<file path="src/sras_pkg.sv">
`timescale 1ns / 1ps

package sras_pkg;

   // default sizes
   localparam int DEF_MAX_DIGITS   = 64;
   localparam int DEF_OPERAND_BITS = 63;

   // hard cap on digits per word, whatever MAX_DIGITS says
   localparam int RESULT_LIMIT = 63;

   // radix register
   localparam int          RADIX_BITS  = 6;
   localparam logic [5:0]  RADIX_MIN   = 6'd2;
   localparam logic [5:0]  RADIX_TOP   = 6'd62;
   localparam logic [5:0]  RADIX_RESET = 6'd10;

   // quotient bits retired per divider cycle
   localparam int DIV_BITS = 4;

   // operation codes
   localparam logic KIND_ADD = 1'b0;
   localparam logic KIND_SUB = 1'b1;

   // controller to datapath commands
   typedef struct packed {
      logic load;         // capture a +/- b
      logic absolute;     // form sign and magnitude, clear digit count
      logic div_step;     // run one group of restoring division steps
      logic digit_write;  // store remainder as next digit
      logic rd_init;      // point reader at most significant digit
      logic fetch;        // read one digit from the store
      logic rd_next;      // move reader toward least significant digit
   } cmd_type;

   // datapath to controller status
   typedef struct packed {
      logic quotient_zero;
      logic count_full;
      logic read_last;
   } status_type;

endpackage

</file>
<file path="src/signed_radix_add_sub.sv">
`timescale 1ns / 1ps

// Channel   Ports                                         Handshake
// request   req_kind, req_operand_a, req_operand_b        start high, busy low
// response  rsp_digit, rsp_negative, rsp_last             rsp_strobe, one cycle
// config    csr_write_data                                csr_write_enable
//
// The radix divider retires four quotient bits a cycle, and each digit is
// read back from the digit store and then shown. Reset is synchronous and
// leaves the radix at 10. Digits leave on rsp_strobe, with a fetch between
// them, and cannot be held off; busy stays high until the cycle after the
// last digit.

module signed_radix_add_sub import sras_pkg::*; #(
   parameter int MAX_DIGITS   = DEF_MAX_DIGITS,
   parameter int OPERAND_BITS = DEF_OPERAND_BITS
) (
   input  logic                           clock,
   input  logic                           reset,
   input  logic                           csr_write_enable,
   input  logic [RADIX_BITS-1:0]          csr_write_data,
   input  logic                           start,
   output logic                           busy,
   input  logic                           req_kind,
   input  logic signed [OPERAND_BITS-1:0] req_operand_a,
   input  logic signed [OPERAND_BITS-1:0] req_operand_b,
   output logic                           rsp_strobe,
   output logic [RADIX_BITS-1:0]          rsp_digit,
   output logic                           rsp_negative,
   output logic                           rsp_last
);

   cmd_type    cmd;
   status_type status;

   // sequence the add, division and read-back
   sras_ctrl #(
      .OPERAND_BITS(OPERAND_BITS)
   ) u_ctrl (
      .clock      (clock),
      .reset      (reset),
      .start      (start),
      .busy       (busy),
      .rsp_strobe (rsp_strobe),
      .cmd        (cmd),
      .status     (status)
   );

   // arithmetic, divider and digit store
   sras_datapath #(
      .MAX_DIGITS  (MAX_DIGITS),
      .OPERAND_BITS(OPERAND_BITS)
   ) u_datapath (
      .clock           (clock),
      .reset           (reset),
      .csr_write_enable(csr_write_enable),
      .csr_write_data  (csr_write_data),
      .req_kind        (req_kind),
      .req_operand_a   (req_operand_a),
      .req_operand_b   (req_operand_b),
      .cmd             (cmd),
      .status          (status),
      .rsp_digit       (rsp_digit),
      .rsp_negative    (rsp_negative),
      .rsp_last        (rsp_last)
   );

`ifndef SYNTH
   // a digit only leaves while a word is in flight
   a_strobe_busy: assert property (@(posedge clock) disable iff (reset)
      rsp_strobe |-> busy)
      else $error("digit strobe while idle");

   // digits are spaced by a fetch state
   a_strobe_gap: assert property (@(posedge clock) disable iff (reset)
      rsp_strobe && !rsp_last |=> !rsp_strobe && busy)
      else $error("digits not spaced or word ended early");

   // the last digit ends the word
   a_last_idle: assert property (@(posedge clock) disable iff (reset)
      rsp_strobe && rsp_last |=> !busy)
      else $error("busy after last digit");

   // an accepted word does not produce a digit at once
   a_accept: assert property (@(posedge clock) disable iff (reset)
      start && !busy |=> busy && !rsp_strobe)
      else $error("accept did not start work");
`endif

endmodule

</file>
<file path="src/sras_ctrl.sv">
`timescale 1ns / 1ps

module sras_ctrl import sras_pkg::*; #(
   parameter int OPERAND_BITS = DEF_OPERAND_BITS
) (
   input  logic       clock,
   input  logic       reset,
   input  logic       start,
   output logic       busy,
   output logic       rsp_strobe,
   output cmd_type    cmd,
   input  status_type status
);

   localparam int STEPS     = (OPERAND_BITS + DIV_BITS - 1) / DIV_BITS;
   localparam int STEP_BITS = (STEPS > 1) ? $clog2(STEPS) : 1;
   localparam logic [STEP_BITS-1:0] STEP_LAST = STEP_BITS'(STEPS - 1);

   typedef enum logic [2:0] {
      ST_IDLE,
      ST_ABS,
      ST_DIV,
      ST_NEXT,
      ST_FETCH,
      ST_OUT
   } state_type;

   state_type            state_ff, state_in;
   logic [STEP_BITS-1:0] step_ff, step_in;
   logic                 strobe_ff, strobe_in;

   // decode commands from state
   always_comb begin
      cmd = '0;
      case (state_ff)
         ST_IDLE:  cmd.load = start;
         ST_ABS:   cmd.absolute = 1'b1;
         ST_DIV: begin
            cmd.div_step    = 1'b1;
            cmd.digit_write = (step_ff == STEP_LAST);
         end
         ST_NEXT:  cmd.rd_init = status.quotient_zero | status.count_full;
         ST_FETCH: cmd.fetch = 1'b1;
         ST_OUT:   cmd.rd_next = ~status.read_last;
         default:  cmd = '0;
      endcase
   end

   // next state, step count and strobe
   always_comb begin
      state_in  = state_ff;
      step_in   = step_ff;
      strobe_in = 1'b0;
      case (state_ff)
         ST_IDLE: begin
            if (start) state_in = ST_ABS;
         end
         ST_ABS: begin
            step_in  = '0;
            state_in = ST_DIV;
         end
         ST_DIV: begin
            if (step_ff == STEP_LAST) begin
               state_in = ST_NEXT;
            end else begin
               step_in = step_ff + STEP_BITS'(1);
            end
         end
         ST_NEXT: begin
            step_in = '0;
            if (status.quotient_zero | status.count_full) state_in = ST_FETCH;
            else state_in = ST_DIV;
         end
         ST_FETCH: begin
            strobe_in = 1'b1;
            state_in  = ST_OUT;
         end
         ST_OUT: begin
            if (status.read_last) state_in = ST_IDLE;
            else state_in = ST_FETCH;
         end
         default: state_in = ST_IDLE;
      endcase
   end

   // hold state and registered outputs
   always_ff @(posedge clock) begin
      if (reset) begin
         state_ff  <= ST_IDLE;
         step_ff   <= '0;
         strobe_ff <= 1'b0;
      end else begin
         state_ff  <= state_in;
         step_ff   <= step_in;
         strobe_ff <= strobe_in;
      end
   end

   assign busy       = (state_ff != ST_IDLE);
   assign rsp_strobe = strobe_ff;

endmodule

</file>
<file path="src/sras_datapath.sv">
`timescale 1ns / 1ps

module sras_datapath import sras_pkg::*; #(
   parameter int MAX_DIGITS   = DEF_MAX_DIGITS,
   parameter int OPERAND_BITS = DEF_OPERAND_BITS
) (
   input  logic                           clock,
   input  logic                           reset,
   input  logic                           csr_write_enable,
   input  logic [RADIX_BITS-1:0]          csr_write_data,
   input  logic                           req_kind,
   input  logic signed [OPERAND_BITS-1:0] req_operand_a,
   input  logic signed [OPERAND_BITS-1:0] req_operand_b,
   input  cmd_type                        cmd,
   output status_type                     status,
   output logic [RADIX_BITS-1:0]          rsp_digit,
   output logic                           rsp_negative,
   output logic                           rsp_last
);

   localparam int CAP       = (MAX_DIGITS < RESULT_LIMIT) ? MAX_DIGITS : RESULT_LIMIT;
   localparam int ADDR_BITS = $clog2(CAP);
   localparam int CNT_BITS  = $clog2(CAP + 1);
   localparam int STEPS     = (OPERAND_BITS + DIV_BITS - 1) / DIV_BITS;
   localparam int WORK_BITS = STEPS * DIV_BITS;
   localparam int SUM_BITS  = OPERAND_BITS + 1;

   logic [RADIX_BITS-1:0] radix_ff, radix_in;
   logic [SUM_BITS-1:0]   sum_ff, sum_in;
   logic [SUM_BITS-1:0]   abs_val;
   logic [OPERAND_BITS-1:0] mag;
   logic                  neg_ff;
   logic [WORK_BITS-1:0]  work_ff, step_work;
   logic [RADIX_BITS-1:0] rem_ff, step_rem;
   logic [RADIX_BITS:0]   step_acc;
   logic [CNT_BITS-1:0]   count_ff, count_less;
   logic [ADDR_BITS-1:0]  rd_ff;
   logic [RADIX_BITS-1:0] rdata_ff;
   logic [RADIX_BITS-1:0] digit_mem [CAP];

   // clamp radix writes into 2..62
   always_comb begin
      if (csr_write_data < RADIX_MIN) radix_in = RADIX_MIN;
      else if (csr_write_data > RADIX_TOP) radix_in = RADIX_TOP;
      else radix_in = csr_write_data;
   end

   always_ff @(posedge clock) begin
      if (reset) radix_ff <= RADIX_RESET;
      else if (csr_write_enable) radix_ff <= radix_in;
   end

   // exact sum or difference, one bit wider than the operands
   always_comb begin
      if (req_kind == KIND_SUB) begin
         sum_in = {req_operand_a[OPERAND_BITS-1], req_operand_a}
                - {req_operand_b[OPERAND_BITS-1], req_operand_b};
      end else begin
         sum_in = {req_operand_a[OPERAND_BITS-1], req_operand_a}
                + {req_operand_b[OPERAND_BITS-1], req_operand_b};
      end
   end

   // magnitude, saturate the one value that does not fit
   assign abs_val = sum_ff[SUM_BITS-1] ? (~sum_ff + SUM_BITS'(1)) : sum_ff;
   assign mag     = abs_val[SUM_BITS-1] ? '1 : abs_val[OPERAND_BITS-1:0];

   // restoring division by radix, DIV_BITS quotient bits per cycle
   always_comb begin
      step_work = work_ff;
      step_rem  = rem_ff;
      step_acc  = '0;
      for (int i = 0; i < DIV_BITS; i++) begin
         step_acc  = {step_rem, step_work[WORK_BITS-1]};
         step_work = {step_work[WORK_BITS-2:0], 1'b0};
         if (step_acc >= {1'b0, radix_ff}) begin
            step_acc     = step_acc - {1'b0, radix_ff};
            step_work[0] = 1'b1;
         end
         step_rem = step_acc[RADIX_BITS-1:0];
      end
   end

   assign count_less = count_ff - CNT_BITS'(1);

   // payload registers
   always_ff @(posedge clock) begin
      if (cmd.load) sum_ff <= sum_in;
      if (cmd.absolute) begin
         neg_ff  <= sum_ff[SUM_BITS-1];
         work_ff <= WORK_BITS'(mag);
         rem_ff  <= '0;
      end else if (cmd.div_step) begin
         work_ff <= step_work;
         rem_ff  <= cmd.digit_write ? '0 : step_rem;
      end
      if (cmd.rd_init) rd_ff <= count_less[ADDR_BITS-1:0];
      else if (cmd.rd_next) rd_ff <= rd_ff - ADDR_BITS'(1);
   end

   // digit count
   always_ff @(posedge clock) begin
      if (reset) count_ff <= '0;
      else if (cmd.absolute) count_ff <= '0;
      else if (cmd.digit_write) count_ff <= count_ff + CNT_BITS'(1);
   end

   // digit store, least significant first
   always_ff @(posedge clock) begin
      if (cmd.digit_write) digit_mem[count_ff[ADDR_BITS-1:0]] <= step_rem;
      if (cmd.fetch) rdata_ff <= digit_mem[rd_ff];
   end

   assign status.quotient_zero = (work_ff == '0);
   assign status.count_full    = (count_ff == CNT_BITS'(CAP));
   assign status.read_last     = (rd_ff == '0);

   assign rsp_digit    = rdata_ff;
   assign rsp_negative = neg_ff;
   assign rsp_last     = (rd_ff == '0);

endmodule
</file>
<file path="config.mk">
export PLATFORM = sky130hd
export DESIGN_NAME = signed_radix_add_sub
export DESIGN_NICKNAME = d
export VERILOG_FILES = /design/src/sras_pkg.sv /design/src/signed_radix_add_sub.sv /design/src/sras_ctrl.sv /design/src/sras_datapath.sv
export SDC_FILE = /design/constraint.sdc
export NUM_CORES = 1
export LEC_CHECK = 0
export ABC_CLOCK_PERIOD_IN_PS = 10800
export BUFFER_PORTS_ARGS = -buffer_cell sky130_fd_sc_hd__buf_2
export CELL_PAD_IN_SITES_DETAIL_PLACEMENT = 0
export CELL_PAD_IN_SITES_GLOBAL_PLACEMENT = 1
export CORE_MARGIN = 10
export CORE_UTILIZATION = 48
export CTS_BUF_LIST = sky130_fd_sc_hd__clkbuf_16
export DETAILED_ROUTE_END_ITERATION = 10
export PLACE_DENSITY = 0.75
export SYNTH_ARGS = -nofsm -noshare
export SYNTH_HDL_FRONTEND = slang
export SYNTH_SLANG_ARGS = --single-unit
export TNS_END_PERCENT = 20
</file>
<file path="constraint.sdc">
create_clock -name clock -period 10.8 [get_ports clock]
set_input_delay 2.16 -clock clock [delete_from_list [all_inputs] [get_ports clock]]
set_output_delay 2.16 -clock clock [all_outputs]
set_load 0.01 [all_outputs]
</file>
; Word-level counts from Yosys, hierarchy flattened
; Memory sizes are Yosys's and may differ from the RTL's. A register that Yosys moved wholly into a read port is not among the register bits.
; Cells that the tools add are included.
[word_totals]
output_inout_bits = 10
reg_bits = 161
romBits = 0
mem_count = 1
latch_bits = 0
ramBits = 378
inputBits = 137
[memory_table]
columns = name, depth, width, read_ports, rd_ports_with_merged_regs, write_ports, line
row1 = u_datapath.digit_mem, 63, 6, 1, 1, 1, sras_datapath.sv:39  ; logic [RADIX_BITS-1:0] digit_mem [CAP];
[op_classes]
div = 0
n_reduce_logical = 11
magnitude_cmp = 6
addsub = 11
bitwise_logic = 3
eq_ne = 10
shifts = 0
n_mul = 0
mux = 33
[op_table]
columns = op, count
row1 = $mux W63, 3
row2 = $mux W64, 2
row3 = $add A63 B63 Y64, 1
row4 = $add A64 B1 Y64 const B, 1
row5 = $logic_not A64 Y1, 1
row6 = $not A64 Y64, 1
row7 = $sub A63 B63 Y64, 1
row8 = $mux W6, 9
row9 = $ge A7 B6 Y1, 4
row10 = $sub A6 B6 Y6, 4
row11 = $pmux W3 S6, 1
row12 = $mux W3, 4
row13 = $sub A6 B1 Y6 const B, 2
row14 = $mux W1, 11
row15 = $pmux W4 S2, 1
row16 = $add A6 B1 Y6 const B, 1
row17 = $eq A3 B2 Y1 const B, 2
row18 = $eq A3 B3 Y1 const B, 2
row19 = $eq A6 B6 Y1 const B, 1
row20 = $gt A6 B6 Y1 const B, 1
row21 = $logic_not A6 Y1, 1
row22 = $lt A6 B2 Y1 const B, 1
row23 = $reduce_bool A2 Y1, 3
row24 = $add A4 B1 Y4 const B, 1
row25 = other kinds (12), 15

; Longest topological paths before layout
[depth]
depth_word = 10
depth_mapped = 37

; Cells and area by module
; From an unflattened synthesis, not the netlist that was laid out.
[unflattened]
hier_cells = 2249
hier_area_um2 = 28937.8
[modules_own_cells]
columns = module, area_per_inst_um2, cells_each, instances
row1 = sras_datapath, 28449.8, 2198, 1
row2 = sras_ctrl, 488.0, 51, 1

; Worst setup path after synthesis
; No wires, ideal clock.
[synth_timing]
path_type = reg-to-reg
startpoint = reg u_datapath.radix_ff[1]
endpoint = mem u_datapath.digit_mem[0][0], data pin
arrival_ns = 9.169
stages_incl_launch_ff = 34
slack_ns = 1.065
required_time_ns = 10.234
n_path_buf = 1
period_less_slack_ns = 9.735
path_cell_list = dfxtp_1 > inv_1 > ha_1 > a2111oi_0 > o31ai_2 > o21ai_0 > inv_1 > ha_1 > nor2b_1 > o21ai_0 > a21oi_1 > o21ai_0 > nand2b_1 > a21oi_1 > mux2_2 > ha_1 > a21o_1 > a221oi_1 > nand2_1 > a221o_1 > or3_1 > clkbuf_1 > mux2_2 > inv_1 > ha_1 > nor2b_1 > o21ai_0 > nand2b_1 > a21o_1 > a21o_1 > a31o_2 > a21oi_1 > o211ai_1 > mux2i_1
[synth_via]
elab_chain_cells = 8
elab_cells_between_ends = 11
classes_between = add/sub: 3 / order compare: 4 / mux: 4
[synth_lines]
columns = item, line
row1 = start: declaration, sras_datapath.sv:28  ; logic [RADIX_BITS-1:0] radix_ff, radix_in;
row2 = start signal: assignment, sras_datapath.sv:50  ; else if (csr_write_enable) radix_ff <= radix_in;
row3 = $sub A6 B6 Y6 or $ge A7 B6 Y1 (tied branches), "sras_datapath.sv:77, sras_datapath.sv:76"
row4 = $mux W6, sras_datapath.sv:76  ; if (step_acc >= {1'b0, radix_ff}) begin
row5 = $sub A6 B6 Y6 or $ge A7 B6 Y1 (tied branches), "sras_datapath.sv:77, sras_datapath.sv:76"
row6 = $mux W6, sras_datapath.sv:76
row7 = $sub A6 B6 Y6 or $ge A7 B6 Y1 (tied branches), "sras_datapath.sv:77, sras_datapath.sv:76"
row8 = $mux W6, sras_datapath.sv:76
row9 = $ge A7 B6 Y1 *, sras_datapath.sv:76
row10 = $mux W6 *, sras_datapath.sv:76
row11 = net u_datapath.step_acc[0], sras_datapath.sv:35  ; logic [RADIX_BITS:0] step_acc;
row12 = end: declaration, sras_datapath.sv:39
; Mark *: on every way through the listed nets, which the timed path passes. The rest lies on a longest branch.

; Worst setup path after layout
[layout_timing]
startpoint = reg u_datapath.radix_ff[1]
endpoint = mem u_datapath.digit_mem[51][3], data pin
[layout_via]
elab_chain_cells = 8
elab_cells_between_ends = 12
classes_between = add/sub: 4 / order compare: 4 / mux: 4
[layout_lines]
columns = item, line
row1 = $sub A6 B6 Y6 or $ge A7 B6 Y1 (tied branches), "sras_datapath.sv:77, sras_datapath.sv:76"
row2 = $mux W6, sras_datapath.sv:76
row3 = $sub A6 B6 Y6 or $ge A7 B6 Y1 (tied branches), "sras_datapath.sv:77, sras_datapath.sv:76"
row4 = $mux W6, sras_datapath.sv:76
row5 = $ge A7 B6 Y1 or $sub A6 B6 Y6 (tied branches), "sras_datapath.sv:76, sras_datapath.sv:77"
row6 = $mux W6, sras_datapath.sv:76
row7 = $sub A6 B6 Y6 or $ge A7 B6 Y1 (tied branches), "sras_datapath.sv:77, sras_datapath.sv:76"
row8 = $mux W6 *, sras_datapath.sv:76
row9 = net u_datapath.step_acc[3], sras_datapath.sv:35
; Marked as above.

==> results.toml <==
[run_status]
outcome = "completed"

[setup_path]
endpoint_kind = "flip-flop"
required_ps = 11240
path_buf_inv = 4
reg2reg_depth = 33
worst_ep_arrival_time_ps = 10350
path_delay_family = "compound AO/OA/AOI/OAI gates"
cp_num_cells = 33
start_kind = "flip-flop"
slowest_stage = "mux2_2"
critPathMaxFanout = 34
slowest_delay_ps = 800
path_class = "reg2reg"

[global_routing]
track_usage_pct = 18.7
grt_pass1_vias = 18600
met1_usage_pct = 23.9
met2_usage_pct = 32.9
gr-max-usage-layer = "met2"
grt_pass1_wl_mm = 104
use_met3_pct = 2.70
grt_overflow = 0
grt_max_degree = 66
antenna_found_initial = 0

[placed_design]
port_buffers = 146
place_hpwl_mm = 47.0
dp.cells = 3052
place_congestion = 0.867

[drt]
routed_wirelength_mm = 66.5
dr_total_vias = 18100
drt_first_pass_iters = 5
wire_per_inst_um = 21.1
postRouteAntennaNets = 0
vias_per_cell = 5.75
drt_iter0_drc = 1463
drcViolationCount = 0

[yosys]
synth_area_leaders = "edfxtp_1, mux4_2, ha_1"
ys_seq_elements = 545
synth_top_area_cell = "edfxtp_1"
syn_inst = 2212
synth_fp_nets = 2446
synth-async-reset-ratio_pct = 0
synthesis.area_sq_um = 28500
synth_top_area_share_pct = 54.6
synth_edf_count = 518
postSynthAreaPerCell_sq_um = 12.9
ys_warn_count = 0
synth_cell_types = 75
seq_area_frac_synth_pct = 56.5
synth_flop_cell = "edfxtp_1"

[floorplan]
fp-row-count = 89
die_h_um = 264
num_io_pins = 147
coreArea_sq_um = 58900
die_x_um = 264
fp.dieArea_sq_um = 69500
start_util_pct = 48.4

[timing]
slew_violations = 0
period_needed_ps = 9910
whs_ps = 504
fin_setup_tns_ps = 0
finalCritPeriodShare_pct = 91.8
rsz0062_at_grt = "false"
tightest_slew_ps = 1070
hold_violations = 0
finalSetupViolations = 0
fmax_mhz = 101
max-slew-margin-rel_pct = 28.7
skew_ps = 13.9

[clocking]
cts-root-buf = "clkbuf_16"
cts.sinks = 545
worstSkewPairLatency_ps = 610
clockBufferDepth = 3
htreeDepth = 2
cts_tree = "yes"
post_cts_resized = 0
cts_buffers = 53
cts_setup_buffers = 0
path_clk_slew_ps = 70
hold_buffers = 0

[layout]
antenna_cells = 0
instances_no_fill = 3152
postLayoutCoreUtil_pct = 54.1
area_growth_pct = 11.8
final_common_cell = "edfxtp_1"
fin_nets = 2568
layout-drive-gt1-share_pct = 17.9
layout_common_cells = "edfxtp_1, nor2_1, a21oi_1, buf_2, xnor2_1"

[worst_hold_path]
hp-class = "reg2reg"
worstHoldPathCells = 2

[run]
drv_cap = 0
[cell families after synthesis]
logic type                 share of synthesized area, %
and+or+nand+nor                                    9.81
AOI/OAI and AO/OA                                  10.2
xor gates and xnor gates                           6.42
muxes                                              10.3
adders and majority gates                          4.39
buffers and inverters                              2.34
DFF                                                56.5
[through the flow]
step / area, sq um / worst slack [ps]
final: 31900 / 890
after detailed placement: 30000 / 947
after CTS: 31900 / 890
after global placement: 30000 / 1030
after global routing: 31900 / 13.2
after floorplan: 28500 / 1060
[metal layers]
metal,part of all wire [%],up-vias
li1,-,8691
met1,42,8902
met2,51,454
met3,5.1,87
met4,1.9,0
met5,0,-
[cell type report]
| class | instances | area, sq um |
|---|---|---|
| inverter | 61 | 229 |
| timing repair buffer | 169 | 916 |
| multi-input combinational | 1504 | 11800 |
| fill | 4908 | 27000 |
| clock inverter | 46 | 541 |
| tap | 773 | 967 |
| sequential | 545 | 16100 |
| clock buffer | 54 | 1350 |
[cell usage after synthesis (23+ instances only)]
master	count
mux2i_1	41
ha_1	92
clkbuf_1	76
mux4_2	105
dfxtp_1	27
nand4_1	33
a21o_1	37
xnor2_1	110
nor2_1	244
nor3_1	32
o21ai_0	88
nand2_1	99
edfxtp_1	518
o31ai_1	23
nor4_1	30
or3_1	24
a21oi_1	190
inv_1	60
xor2_1	99
[worst reg2reg max path, delay by kind of cell, from the launching register on]
| kind | cells | cell delay (ps) |
|---|---|---|
| AOI/OAI and AO/OA | 16 | 4590 |
| muxes | 3 | 1560 |
| adders and majority gates | 4 | 1270 |
| and+or+nand+nor | 6 | 1000 |
| buffers and inverters | 4 | 720 |
| DFF | 1 | 580 |
[worst paths after layout]
path / slack, ps / end / start
worst max-delay path: 890 / u_datapath.digit_mem[51][3]$_DFFE_PP_ / u_datapath.radix_ff[1]$_SDFFE_PP1P_
worst min-delay path: 500 / u_datapath.radix_ff[2]$_SDFFE_PP0P_ / u_datapath.radix_ff[2]$_SDFFE_PP0P_
worst max register to register: 890 / u_datapath.digit_mem[51][3]$_DFFE_PP_ / u_datapath.radix_ff[1]$_SDFFE_PP1P_
worst min register to register: 500 / u_datapath.radix_ff[2]$_SDFFE_PP0P_ / u_datapath.radix_ff[2]$_SDFFE_PP0P_
[flip-flops by register name, summed over array words and instances (netlist names)]
| name | flops |
|---|---|
| u_datapath.count_ff | 6 |
| u_datapath.digit_mem | 378 |
| u_datapath.rem_ff | 6 |
| u_datapath.rsp_negative | 1 |
| u_datapath.radix_ff | 6 |
| u_ctrl.rsp_strobe | 1 |
| u_datapath.rd_ff | 6 |
| u_datapath.sum_ff | 64 |
| u_datapath.rsp_digit | 6 |
| u_ctrl.step_ff | 4 |
| u_datapath.work_ff | 64 |
| u_ctrl.state_ff | 3 |
Power is left out: the tool's default activity adds up to more than one toggle a clock period on the data nets, which glitch-free logic cannot reach.
